$ cat config.mk
export PLATFORM = sky130hd
export DESIGN_NAME = pwm_pulse_mode_vote_decoder_flat
export DESIGN_NICKNAME = d
export VERILOG_FILES = /design/src/pmvd_pkg.sv /design/src/pmvd_if.sv /design/src/pmvd_width_meas.sv /design/src/pmvd_vote.sv /design/src/pwm_pulse_mode_vote_decoder.sv /design/src/flat_wrapper.sv
export SDC_FILE = /design/constraint.sdc
export NUM_CORES = 1
export LEC_CHECK = 0
export BUFFER_PORTS_ARGS = -buffer_cell sky130_fd_sc_hd__buf_2
export CORE_MARGIN = 5
export CORE_UTILIZATION = 60
export DETAILED_ROUTE_END_ITERATION = 7
export PLACE_DENSITY = 0.8
export SKIP_CTS_REPAIR_TIMING = 1
export SLEW_MARGIN = 40
export SYNTH_ARGS = -nofsm -noshare
export SYNTH_HDL_FRONTEND = slang
export SYNTH_SLANG_ARGS = --single-unit
$ cat constraint.sdc
create_clock -name clk_i -period 6.75 [get_ports clk_i]
set_input_delay 2.025 -clock clk_i [delete_from_list [all_inputs] [get_ports clk_i]]
set_output_delay 2.025 -clock clk_i [all_outputs]
set_load 0.01 [all_outputs]
$ cat src/pmvd_pkg.sv
`timescale 1ns / 1ps

package pmvd_pkg;

  // Band code and voted-mode encoding
  typedef enum logic [1:0] {
    MODE_IR   = 2'd0,
    MODE_VI   = 2'd1,
    MODE_FUSE = 2'd2
  } mode_e;

  // Configuration port geometry
  localparam int unsigned CFG_IDX_W  = 3;
  localparam int unsigned CFG_DATA_W = 16;
  localparam int unsigned BAND_W     = 16;
  localparam int unsigned THR_W      = 5;

  // Register indexes
  localparam logic [CFG_IDX_W-1:0] CFG_BAND_FLOOR    = 3'd0;
  localparam logic [CFG_IDX_W-1:0] CFG_IR_VI_SPLIT   = 3'd1;
  localparam logic [CFG_IDX_W-1:0] CFG_VI_FUSE_SPLIT = 3'd2;
  localparam logic [CFG_IDX_W-1:0] CFG_BAND_CEILING  = 3'd3;
  localparam logic [CFG_IDX_W-1:0] CFG_VOTE_THRESH   = 3'd4;

  // Register reset values
  localparam logic [BAND_W-1:0] BAND_FLOOR_RST    = 16'd800;
  localparam logic [BAND_W-1:0] IR_VI_SPLIT_RST   = 16'd1200;
  localparam logic [BAND_W-1:0] VI_FUSE_SPLIT_RST = 16'd1600;
  localparam logic [BAND_W-1:0] BAND_CEILING_RST  = 16'd2100;
  localparam logic [THR_W-1:0]  VOTE_THRESH_RST   = 5'd6;

  // Per-mode vote counters wrap at four bits
  localparam int unsigned CNT_W = 4;

  // Band limits handed to the width classifier
  typedef struct packed {
    logic [BAND_W-1:0] floor_lvl;
    logic [BAND_W-1:0] ir_vi;
    logic [BAND_W-1:0] vi_fuse;
    logic [BAND_W-1:0] ceiling;
  } bands_t;

  // Outcome of one tick of pulse measurement
  typedef struct packed {
    logic  accepted;
    mode_e code;
  } pulse_t;

endpackage

$ cat src/pmvd_if.sv
`timescale 1ns / 1ps

// Pin sample channel
interface pmvd_in_if;
  logic valid;
  logic ready;
  logic pin_level;

  modport source (output valid, output pin_level, input ready);
  modport sink   (input valid, input pin_level, output ready);
endinterface

// Decoded result channel
interface pmvd_out_if;
  logic       valid;
  logic       ready;
  logic [1:0] current_mode;
  logic       pulse_accepted;
  logic [1:0] pulse_code;

  modport source (output valid, output current_mode, output pulse_accepted,
                  output pulse_code, input ready);
  modport sink   (input valid, input current_mode, input pulse_accepted,
                  input pulse_code, output ready);
endinterface

$ cat src/pmvd_width_meas.sv
`timescale 1ns / 1ps

module pmvd_width_meas import pmvd_pkg::*; #(
  parameter int unsigned WIDTH_BITS = 16
) (
  input  logic   clk_i,
  input  logic   rst_ni,
  input  logic   step_i,
  input  logic   level_i,
  input  bands_t bands_i,
  output pulse_t pulse_o
);

  localparam int unsigned CmpW = (WIDTH_BITS > BAND_W) ? WIDTH_BITS : BAND_W;
  localparam logic [WIDTH_BITS-1:0] WidthMax = {WIDTH_BITS{1'b1}};

  logic                  prev_level_q, prev_level_d;
  logic                  in_pulse_q, in_pulse_d;
  logic [WIDTH_BITS-1:0] width_q, width_d;

  logic [CmpW-1:0] w_ext, floor_ext, ir_vi_ext, vi_fuse_ext, ceil_ext;
  logic            hit_ir, hit_vi, hit_fuse;
  logic            falling;

  // Zero-extend width and limits to a common compare width
  assign w_ext       = CmpW'(width_q);
  assign floor_ext   = CmpW'(bands_i.floor_lvl);
  assign ir_vi_ext   = CmpW'(bands_i.ir_vi);
  assign vi_fuse_ext = CmpW'(bands_i.vi_fuse);
  assign ceil_ext    = CmpW'(bands_i.ceiling);

  assign hit_ir   = (w_ext > floor_ext)   && (w_ext <= ir_vi_ext);
  assign hit_vi   = (w_ext > ir_vi_ext)   && (w_ext <= vi_fuse_ext);
  assign hit_fuse = (w_ext > vi_fuse_ext) && (w_ext <= ceil_ext);

  assign falling = !level_i && prev_level_q && in_pulse_q;

  // Edge detect, saturating width count, band sort on the falling edge
  always_comb begin
    prev_level_d     = level_i;
    in_pulse_d       = in_pulse_q;
    width_d          = width_q;
    pulse_o.accepted = 1'b0;
    pulse_o.code     = MODE_IR;
    if (level_i && !prev_level_q) begin
      in_pulse_d = 1'b1;
      width_d    = WIDTH_BITS'(1);
    end else if (level_i && in_pulse_q) begin
      if (width_q != WidthMax) begin
        width_d = width_q + WIDTH_BITS'(1);
      end
    end else if (falling) begin
      in_pulse_d = 1'b0;
      if (hit_ir) begin
        pulse_o.accepted = 1'b1;
        pulse_o.code     = MODE_IR;
      end else if (hit_vi) begin
        pulse_o.accepted = 1'b1;
        pulse_o.code     = MODE_VI;
      end else if (hit_fuse) begin
        pulse_o.accepted = 1'b1;
        pulse_o.code     = MODE_FUSE;
      end
    end
  end

  always_ff @(posedge clk_i or negedge rst_ni) begin
    if (!rst_ni) begin
      prev_level_q <= 1'b0;
      in_pulse_q   <= 1'b0;
      width_q      <= '0;
    end else if (step_i) begin
      prev_level_q <= prev_level_d;
      in_pulse_q   <= in_pulse_d;
      width_q      <= width_d;
    end
  end

  // A band hit only ever comes from a measured pulse ending on this tick
  a_accept_on_fall: assert property (@(posedge clk_i) disable iff (!rst_ni)
    pulse_o.accepted |-> (falling && prev_level_q && !level_i))
    else $error("pulse accepted without a falling edge");

endmodule

$ cat src/pmvd_vote.sv
`timescale 1ns / 1ps

module pmvd_vote import pmvd_pkg::*; #(
  parameter int unsigned WINDOW_LEN = 10
) (
  input  logic             clk_i,
  input  logic             rst_ni,
  input  logic             push_i,
  input  mode_e            code_i,
  input  logic [THR_W-1:0] thresh_i,
  output mode_e            mode_d_o
);

  localparam logic [CNT_W-1:0] CntInit = CNT_W'(WINDOW_LEN);

  mode_e            win_q [WINDOW_LEN];
  logic [CNT_W-1:0] ir_cnt_q, vi_cnt_q, fuse_cnt_q;
  logic [CNT_W-1:0] ir_cnt_d, vi_cnt_d, fuse_cnt_d;
  mode_e            mode_q, mode_d;
  mode_e            oldest;

  assign oldest = win_q[0];

  // Count in the new code, count out the one leaving the window
  always_comb begin
    ir_cnt_d   = ir_cnt_q   + CNT_W'(code_i == MODE_IR)   - CNT_W'(oldest == MODE_IR);
    vi_cnt_d   = vi_cnt_q   + CNT_W'(code_i == MODE_VI)   - CNT_W'(oldest == MODE_VI);
    fuse_cnt_d = fuse_cnt_q + CNT_W'(code_i == MODE_FUSE) - CNT_W'(oldest == MODE_FUSE);
  end

  // Last mode in IR, VI, Fuse order that meets the threshold wins
  always_comb begin
    mode_d = mode_q;
    if (push_i) begin
      if (THR_W'(ir_cnt_d) >= thresh_i) begin
        mode_d = MODE_IR;
      end
      if (THR_W'(vi_cnt_d) >= thresh_i) begin
        mode_d = MODE_VI;
      end
      if (THR_W'(fuse_cnt_d) >= thresh_i) begin
        mode_d = MODE_FUSE;
      end
    end
  end

  assign mode_d_o = mode_d;

  always_ff @(posedge clk_i or negedge rst_ni) begin
    if (!rst_ni) begin
      for (int i = 0; i < WINDOW_LEN; i++) begin
        win_q[i] <= MODE_IR;
      end
      ir_cnt_q   <= CntInit;
      vi_cnt_q   <= '0;
      fuse_cnt_q <= '0;
      mode_q     <= MODE_IR;
    end else if (push_i) begin
      for (int i = 0; i + 1 < WINDOW_LEN; i++) begin
        win_q[i] <= win_q[i+1];
      end
      win_q[WINDOW_LEN-1] <= code_i;
      ir_cnt_q   <= ir_cnt_d;
      vi_cnt_q   <= vi_cnt_d;
      fuse_cnt_q <= fuse_cnt_d;
      mode_q     <= mode_d;
    end
  end

  // Counters always account for every window slot
  a_cnt_total: assert property (@(posedge clk_i) disable iff (!rst_ni)
    ({1'b0, ir_cnt_q} + {1'b0, vi_cnt_q} + {1'b0, fuse_cnt_q}) == (CNT_W + 1)'(WINDOW_LEN))
    else $error("vote counters do not sum to window length");

  // Voted mode only moves on a push
  a_mode_hold: assert property (@(posedge clk_i) disable iff (!rst_ni)
    !push_i |=> $stable(mode_q))
    else $error("voted mode changed without a new code");

  // Adopted mode must actually meet the threshold
  a_mode_met: assert property (@(posedge clk_i) disable iff (!rst_ni)
    (push_i && (mode_d != mode_q)) |->
      ((mode_d == MODE_IR   && THR_W'(ir_cnt_d)   >= thresh_i) ||
       (mode_d == MODE_VI   && THR_W'(vi_cnt_d)   >= thresh_i) ||
       (mode_d == MODE_FUSE && THR_W'(fuse_cnt_d) >= thresh_i)))
    else $error("mode adopted below threshold");

endmodule

$ cat src/pwm_pulse_mode_vote_decoder.sv
`timescale 1ns / 1ps

// An accepted pin sample passes through the input register, then the result
// register, before its result beat appears on out_o.
// Throughput: one sample per cycle while results drain; both registers move
// together, so while a result waits only an empty input register takes a beat.
// Reset (rst_ni, async, low): band registers return to 800/1200/1600/2100,
// threshold 6, window full of IR, voted mode IR, no pulse in progress.
module pwm_pulse_mode_vote_decoder import pmvd_pkg::*; #(
  parameter int unsigned WINDOW_LEN = 10,
  parameter int unsigned WIDTH_BITS = 16
) (
  input  logic                  clk_i,
  input  logic                  rst_ni,
  input  logic                  cfg_we_i,
  input  logic [CFG_IDX_W-1:0]  cfg_idx_i,
  input  logic [CFG_DATA_W-1:0] cfg_data_i,
  pmvd_in_if.sink               in_i,
  pmvd_out_if.source            out_o
);

  logic             in_valid_q;
  logic             level_q;
  logic             out_valid_q;
  logic [1:0]       mode_q;
  logic             acc_q;
  logic [1:0]       code_q;
  logic             advance;
  logic             step;
  bands_t           bands_q;
  logic [THR_W-1:0] thresh_q;
  pulse_t           pulse;
  mode_e            mode_next;

  // Configuration registers
  always_ff @(posedge clk_i or negedge rst_ni) begin
    if (!rst_ni) begin
      bands_q.floor_lvl <= BAND_FLOOR_RST;
      bands_q.ir_vi     <= IR_VI_SPLIT_RST;
      bands_q.vi_fuse   <= VI_FUSE_SPLIT_RST;
      bands_q.ceiling   <= BAND_CEILING_RST;
      thresh_q          <= VOTE_THRESH_RST;
    end else if (cfg_we_i) begin
      case (cfg_idx_i)
        CFG_BAND_FLOOR:    bands_q.floor_lvl <= cfg_data_i;
        CFG_IR_VI_SPLIT:   bands_q.ir_vi     <= cfg_data_i;
        CFG_VI_FUSE_SPLIT: bands_q.vi_fuse   <= cfg_data_i;
        CFG_BAND_CEILING:  bands_q.ceiling   <= cfg_data_i;
        CFG_VOTE_THRESH:   thresh_q          <= cfg_data_i[THR_W-1:0];
        default: ;
      endcase
    end
  end

  // Pipeline flow: both stages move when the result slot is free or drained
  assign advance    = !out_valid_q || out_o.ready;
  assign step       = advance && in_valid_q;
  assign in_i.ready = !in_valid_q || advance;

  // Input register
  always_ff @(posedge clk_i or negedge rst_ni) begin
    if (!rst_ni) begin
      in_valid_q <= 1'b0;
    end else if (in_i.ready) begin
      in_valid_q <= in_i.valid;
    end
  end

  always_ff @(posedge clk_i) begin
    if (in_i.ready) begin
      level_q <= in_i.pin_level;
    end
  end

  pmvd_width_meas #(
    .WIDTH_BITS (WIDTH_BITS)
  ) u_width (
    .clk_i   (clk_i),
    .rst_ni  (rst_ni),
    .step_i  (step),
    .level_i (level_q),
    .bands_i (bands_q),
    .pulse_o (pulse)
  );

  pmvd_vote #(
    .WINDOW_LEN (WINDOW_LEN)
  ) u_vote (
    .clk_i    (clk_i),
    .rst_ni   (rst_ni),
    .push_i   (step && pulse.accepted),
    .code_i   (pulse.code),
    .thresh_i (thresh_q),
    .mode_d_o (mode_next)
  );

  // Result register
  always_ff @(posedge clk_i or negedge rst_ni) begin
    if (!rst_ni) begin
      out_valid_q <= 1'b0;
    end else if (advance) begin
      out_valid_q <= in_valid_q;
    end
  end

  always_ff @(posedge clk_i) begin
    if (step) begin
      mode_q <= mode_next;
      acc_q  <= pulse.accepted;
      code_q <= pulse.code;
    end
  end

  assign out_o.valid          = out_valid_q;
  assign out_o.current_mode   = mode_q;
  assign out_o.pulse_accepted = acc_q;
  assign out_o.pulse_code     = code_q;

endmodule

$ cat src/flat_wrapper.sv
// flat-port wrapper written by rule: the top's interface ports become plain ports
module pwm_pulse_mode_vote_decoder_flat import pmvd_pkg::*;
#(
  parameter int unsigned WINDOW_LEN = 10,
  parameter int unsigned WIDTH_BITS = 16
)
  (clk_i, rst_ni, cfg_we_i, cfg_idx_i, cfg_data_i, in_i_valid, in_i_pin_level, in_i_ready, out_o_valid, out_o_current_mode, out_o_pulse_accepted, out_o_pulse_code, out_o_ready);
  pmvd_in_if in_i_i ();
  pmvd_out_if out_o_i ();
  input  logic clk_i;
  input  logic rst_ni;
  input  logic cfg_we_i;
  input  logic [CFG_IDX_W-1:0] cfg_idx_i;
  input  logic [CFG_DATA_W-1:0] cfg_data_i;
  input wire logic [$bits(in_i_i.valid)-1:0] in_i_valid;
  input wire logic [$bits(in_i_i.pin_level)-1:0] in_i_pin_level;
  output wire logic [$bits(in_i_i.ready)-1:0] in_i_ready;
  output wire logic [$bits(out_o_i.valid)-1:0] out_o_valid;
  output wire logic [$bits(out_o_i.current_mode)-1:0] out_o_current_mode;
  output wire logic [$bits(out_o_i.pulse_accepted)-1:0] out_o_pulse_accepted;
  output wire logic [$bits(out_o_i.pulse_code)-1:0] out_o_pulse_code;
  input wire logic [$bits(out_o_i.ready)-1:0] out_o_ready;
  assign in_i_i.valid = in_i_valid;
  assign in_i_i.pin_level = in_i_pin_level;
  assign in_i_ready = in_i_i.ready;
  assign out_o_valid = out_o_i.valid;
  assign out_o_current_mode = out_o_i.current_mode;
  assign out_o_pulse_accepted = out_o_i.pulse_accepted;
  assign out_o_pulse_code = out_o_i.pulse_code;
  assign out_o_i.ready = out_o_ready;
  pwm_pulse_mode_vote_decoder #(.WINDOW_LEN(WINDOW_LEN), .WIDTH_BITS(WIDTH_BITS)) u_core (.clk_i(clk_i), .rst_ni(rst_ni), .cfg_we_i(cfg_we_i), .cfg_idx_i(cfg_idx_i), .cfg_data_i(cfg_data_i), .in_i(in_i_i), .out_o(out_o_i));
endmodule
==> qor.csv <==
metric;value;unit
synth_seq_area_share;45.2;%
core;11900;sq um
die_x;120;um
cp-start-kind;flip-flop;
io_pins;32;
drtAntennaViolNets;0;
grt_start_max_net_pins;69;
ir_worst_vdd;0.164;mV
grt_pass1_vias;5531;
min_period;5390;ps
gp_congestion;0.886;
pwr_density_cell;286;nW/um^2
fin_area;8250;sq um
finClkSkew;5.17;ps
avgSynthCellArea;10.4;sq um
fin_nets;855;
grt_pass1_wl;27.2;mm
cp_data_required_time;6930;ps
r2r-start;u_core.bands_q[26]$_DFFE_PN1P_;
cts_max_level;4;
fmax;186;MHz
netlist_area;7260;sq um
fin_crit_sh;79.8;%
syn2layout_area_growth;13.6;%
ys_top_cells_by_area;dfrtp_1 36%, ha_1 15%, dfstp_2 6.5%, mux2_2 5.0%, inv_1 4.6%;
hold_violations;0;
cts_root_buffer;clkbuf_16;
wl_per_cell;17.9;um
fillers;895;
p_leak;4.12;nW
cts_tree;yes;
setup_viol;0;
antenna_found_initial;0;
synth_edf_count;6;
slew_violations;0;
viasPerCell;5.84;
async_flop_share;95.3;%
min_path_type;flip-flop to flip-flop;
num_rows;40;
wirelength;16.1;mm
ys_warn_count;0;
rsz0062_at_grt;no;
drt_iter0_drc;300;
run_status;finished clean;
dr.pass1.iters;5;
worstSetupPathType;flip-flop to flip-flop;
maxSlewHeadroom;51.3;%
netlist.top_cell.by_area;dfrtp_1;
cap_viol_max_count;0;
clk_pin_slew;60;ps
numCtsBuffers;17;
cp_slowest_cell;dfstp_2;
endpoint_kind;flip-flop;
syn_inst;696;
dieHeight;120;um
arrival;5560;ps
path_max_fanout;4;
vias;5241;
critical_path.cell_chain;inv_1, ha_1, a41o_1, a21oi_1, o221ai_1, o31a_1, nor2b_1, nand2_1, ha_1, inv_1, ha_1, fa_1, ha_1, a21o_1, a21o_1, a21oi_1, nor4b_1, o32ai_1, a22o_1;
port_buffers;31;
placed_cell_area;7590;sq um
drc_errors;0;
antenna_cells;0;
yosys-top-cells-count;105 x dfrtp_1, 89 x ha_1, 89 x inv_1;
yosysUniqueCellTypes;52;
cp_top_family;compound AO/OA/AOI/OAI gates;
drive_gt1_share;16.2;%
hp-start;u_core.u_vote.win_q[10]$_DFFE_PN0P_;
die_area;14400;sq um
start_util;60.9;%
final.setup.tns;0;ps
cp_common_cell;ha_1;
syn_nets;813;
grt_overflow;0;
synth.most_common_cell;dfrtp_1;
crit_start;u_core.bands_q[26]$_DFFE_PN1P_;
ys_ff_latch;129;
tightest_slew;730;ps
hpwl;11.9;mm
cts_sinks;129;
cts_buffer_depth;2;
grt_usage;24.2;%
synth_flop_cell;dfrtp_1;
yosysTopAreaCellShare;36.2;%
clock_latency;420;ps
critPathMaxStageDelay;510;ps
crit_buf_inv;2;
finalCoreUtilization;69.2;%
cells in the final DEF (no fill, tap or decap), types with 3 or more instances in the layout:
| cell type | count |
|---|---|
| nand2_1 | 72 |
| nand2b_1 | 8 |
| mux2_1 | 19 |
| a22o_1 | 4 |
| edfxtp_1 | 6 |
| dfstp_2 | 18 |
| and2_1 | 4 |
| nand3_1 | 9 |
| buf_4 | 5 |
| dfrtp_1 | 105 |
| nor2b_1 | 8 |
| clkbuf_16 | 17 |
| inv_1 | 89 |
| xor2_1 | 13 |
| a21oi_1 | 31 |
| nand4_1 | 22 |
| and3_1 | 3 |
| clkinv_1 | 3 |
| mux2_2 | 32 |
| a211oi_1 | 4 |
| fa_1 | 3 |
| nor2_1 | 21 |
| ha_1 | 89 |
| clkinvlp_4 | 3 |
| o211ai_1 | 3 |
| a21o_1 | 14 |
| buf_2 | 30 |
| bufinv_16 | 5 |
| o21ai_0 | 55 |
| xnor2_1 | 8 |
| and4_1 | 4 |
| nor3_1 | 4 |
path summary, 6_finish.rpt:
kind | to | slack, ps | cells past startpoint
min in group asynchronous | u_core.u_vote.win_q[11]$_DFFE_PN0P_ | 1600 | 1
max in group asynchronous | u_core.bands_q[23]$_DFFE_PN0P_ | 4000 | 2
max | u_core.out_o.current_mode[0]$_DFFE_PP_ | 1360 | 19
max reg2reg | u_core.out_o.current_mode[0]$_DFFE_PP_ | 1360 | 19
min reg2reg | u_core.u_vote.win_q[10]$_DFFE_PN0P_ | 480 | 1
min | u_core.u_vote.win_q[10]$_DFFE_PN0P_ | 480 | 1
cell families (layout without fill, tap and decap cells):
logic type	after synthesis	count (layout)	share of synthesized area, %
adder cells (fa/ha/maj)	92	92	16.2
AO/OA/AOI/OAI	135	135	11.6
XOR/XNOR	21	21	2.53
flip-flops	129	129	45.2
buffers and inverters	104	159	5.69
AND/OR/NAND/NOR	164	164	10.9
multiplexers	51	51	7.91
cell type report:
class	instances	area [sq um]	share of cell area, %
clock buffer	17	425	5.16
clock inverter	15	215	2.61
multi-input combinational	463	3580	43.4
tap	147	184	2.23
sequential	129	3280	39.8
inverter	89	334	4.05
timing repair buffer	38	229	2.78
sequential cells by signal (all words and copies together), names as in the netlist:
signal	flops
u_core.u_vote.vi_cnt_q	4
u_core.u_vote.ir_cnt_q	4
u_core.u_width.prev_level_q	1
u_core.u_vote.mode_q	2
u_core.out_o.valid	1
u_core.u_vote.fuse_cnt_q	4
u_core.bands_q	64
u_core.level_q	1
u_core.u_vote.win_q	18
u_core.thresh_q	5
u_core.out_o.pulse_accepted	1
u_core.out_o.current_mode	2
u_core.u_width.w_ext	16
u_core.u_width.in_pulse_q	1
u_core.out_o.pulse_code	2
u_core.in_valid_q	1
u_core.u_vote.oldest	2
report_power, final:
| part | internal (mW) | switching, mW | total [mW] |
|---|---|---|---|
| clock network | 0.651 | 0.347 | 0.999 |
| registers | 0.896 | 0.0614 | 0.957 |
| logic | 0.162 | 0.238 | 0.400 |
metrics by stage:
stage	total power [mW]	setup WS [ps]	hold slack [ps]	instances
floorplan	1.22	2220	451	696
finish	2.36	1360	482	898
global placement	1.33	1580	463	864
CTS	2.37	1350	482	898
detailed placement	1.36	1410	468	866
global route	2.48	1140	502	898
routing by layer:
layer | up-vias | GRT usage, % | wire length (um)
li1 | 2506 | - | -
met1 | 2588 | 29.2 | 6640
met2 | 113 | 41.4 | 8170
met3 | 34 | 5.61 | 783
met4 | 0 | 10.5 | 472
met5 | - | 0 | 0
Note: power is estimated with default switching activity, not from simulation.
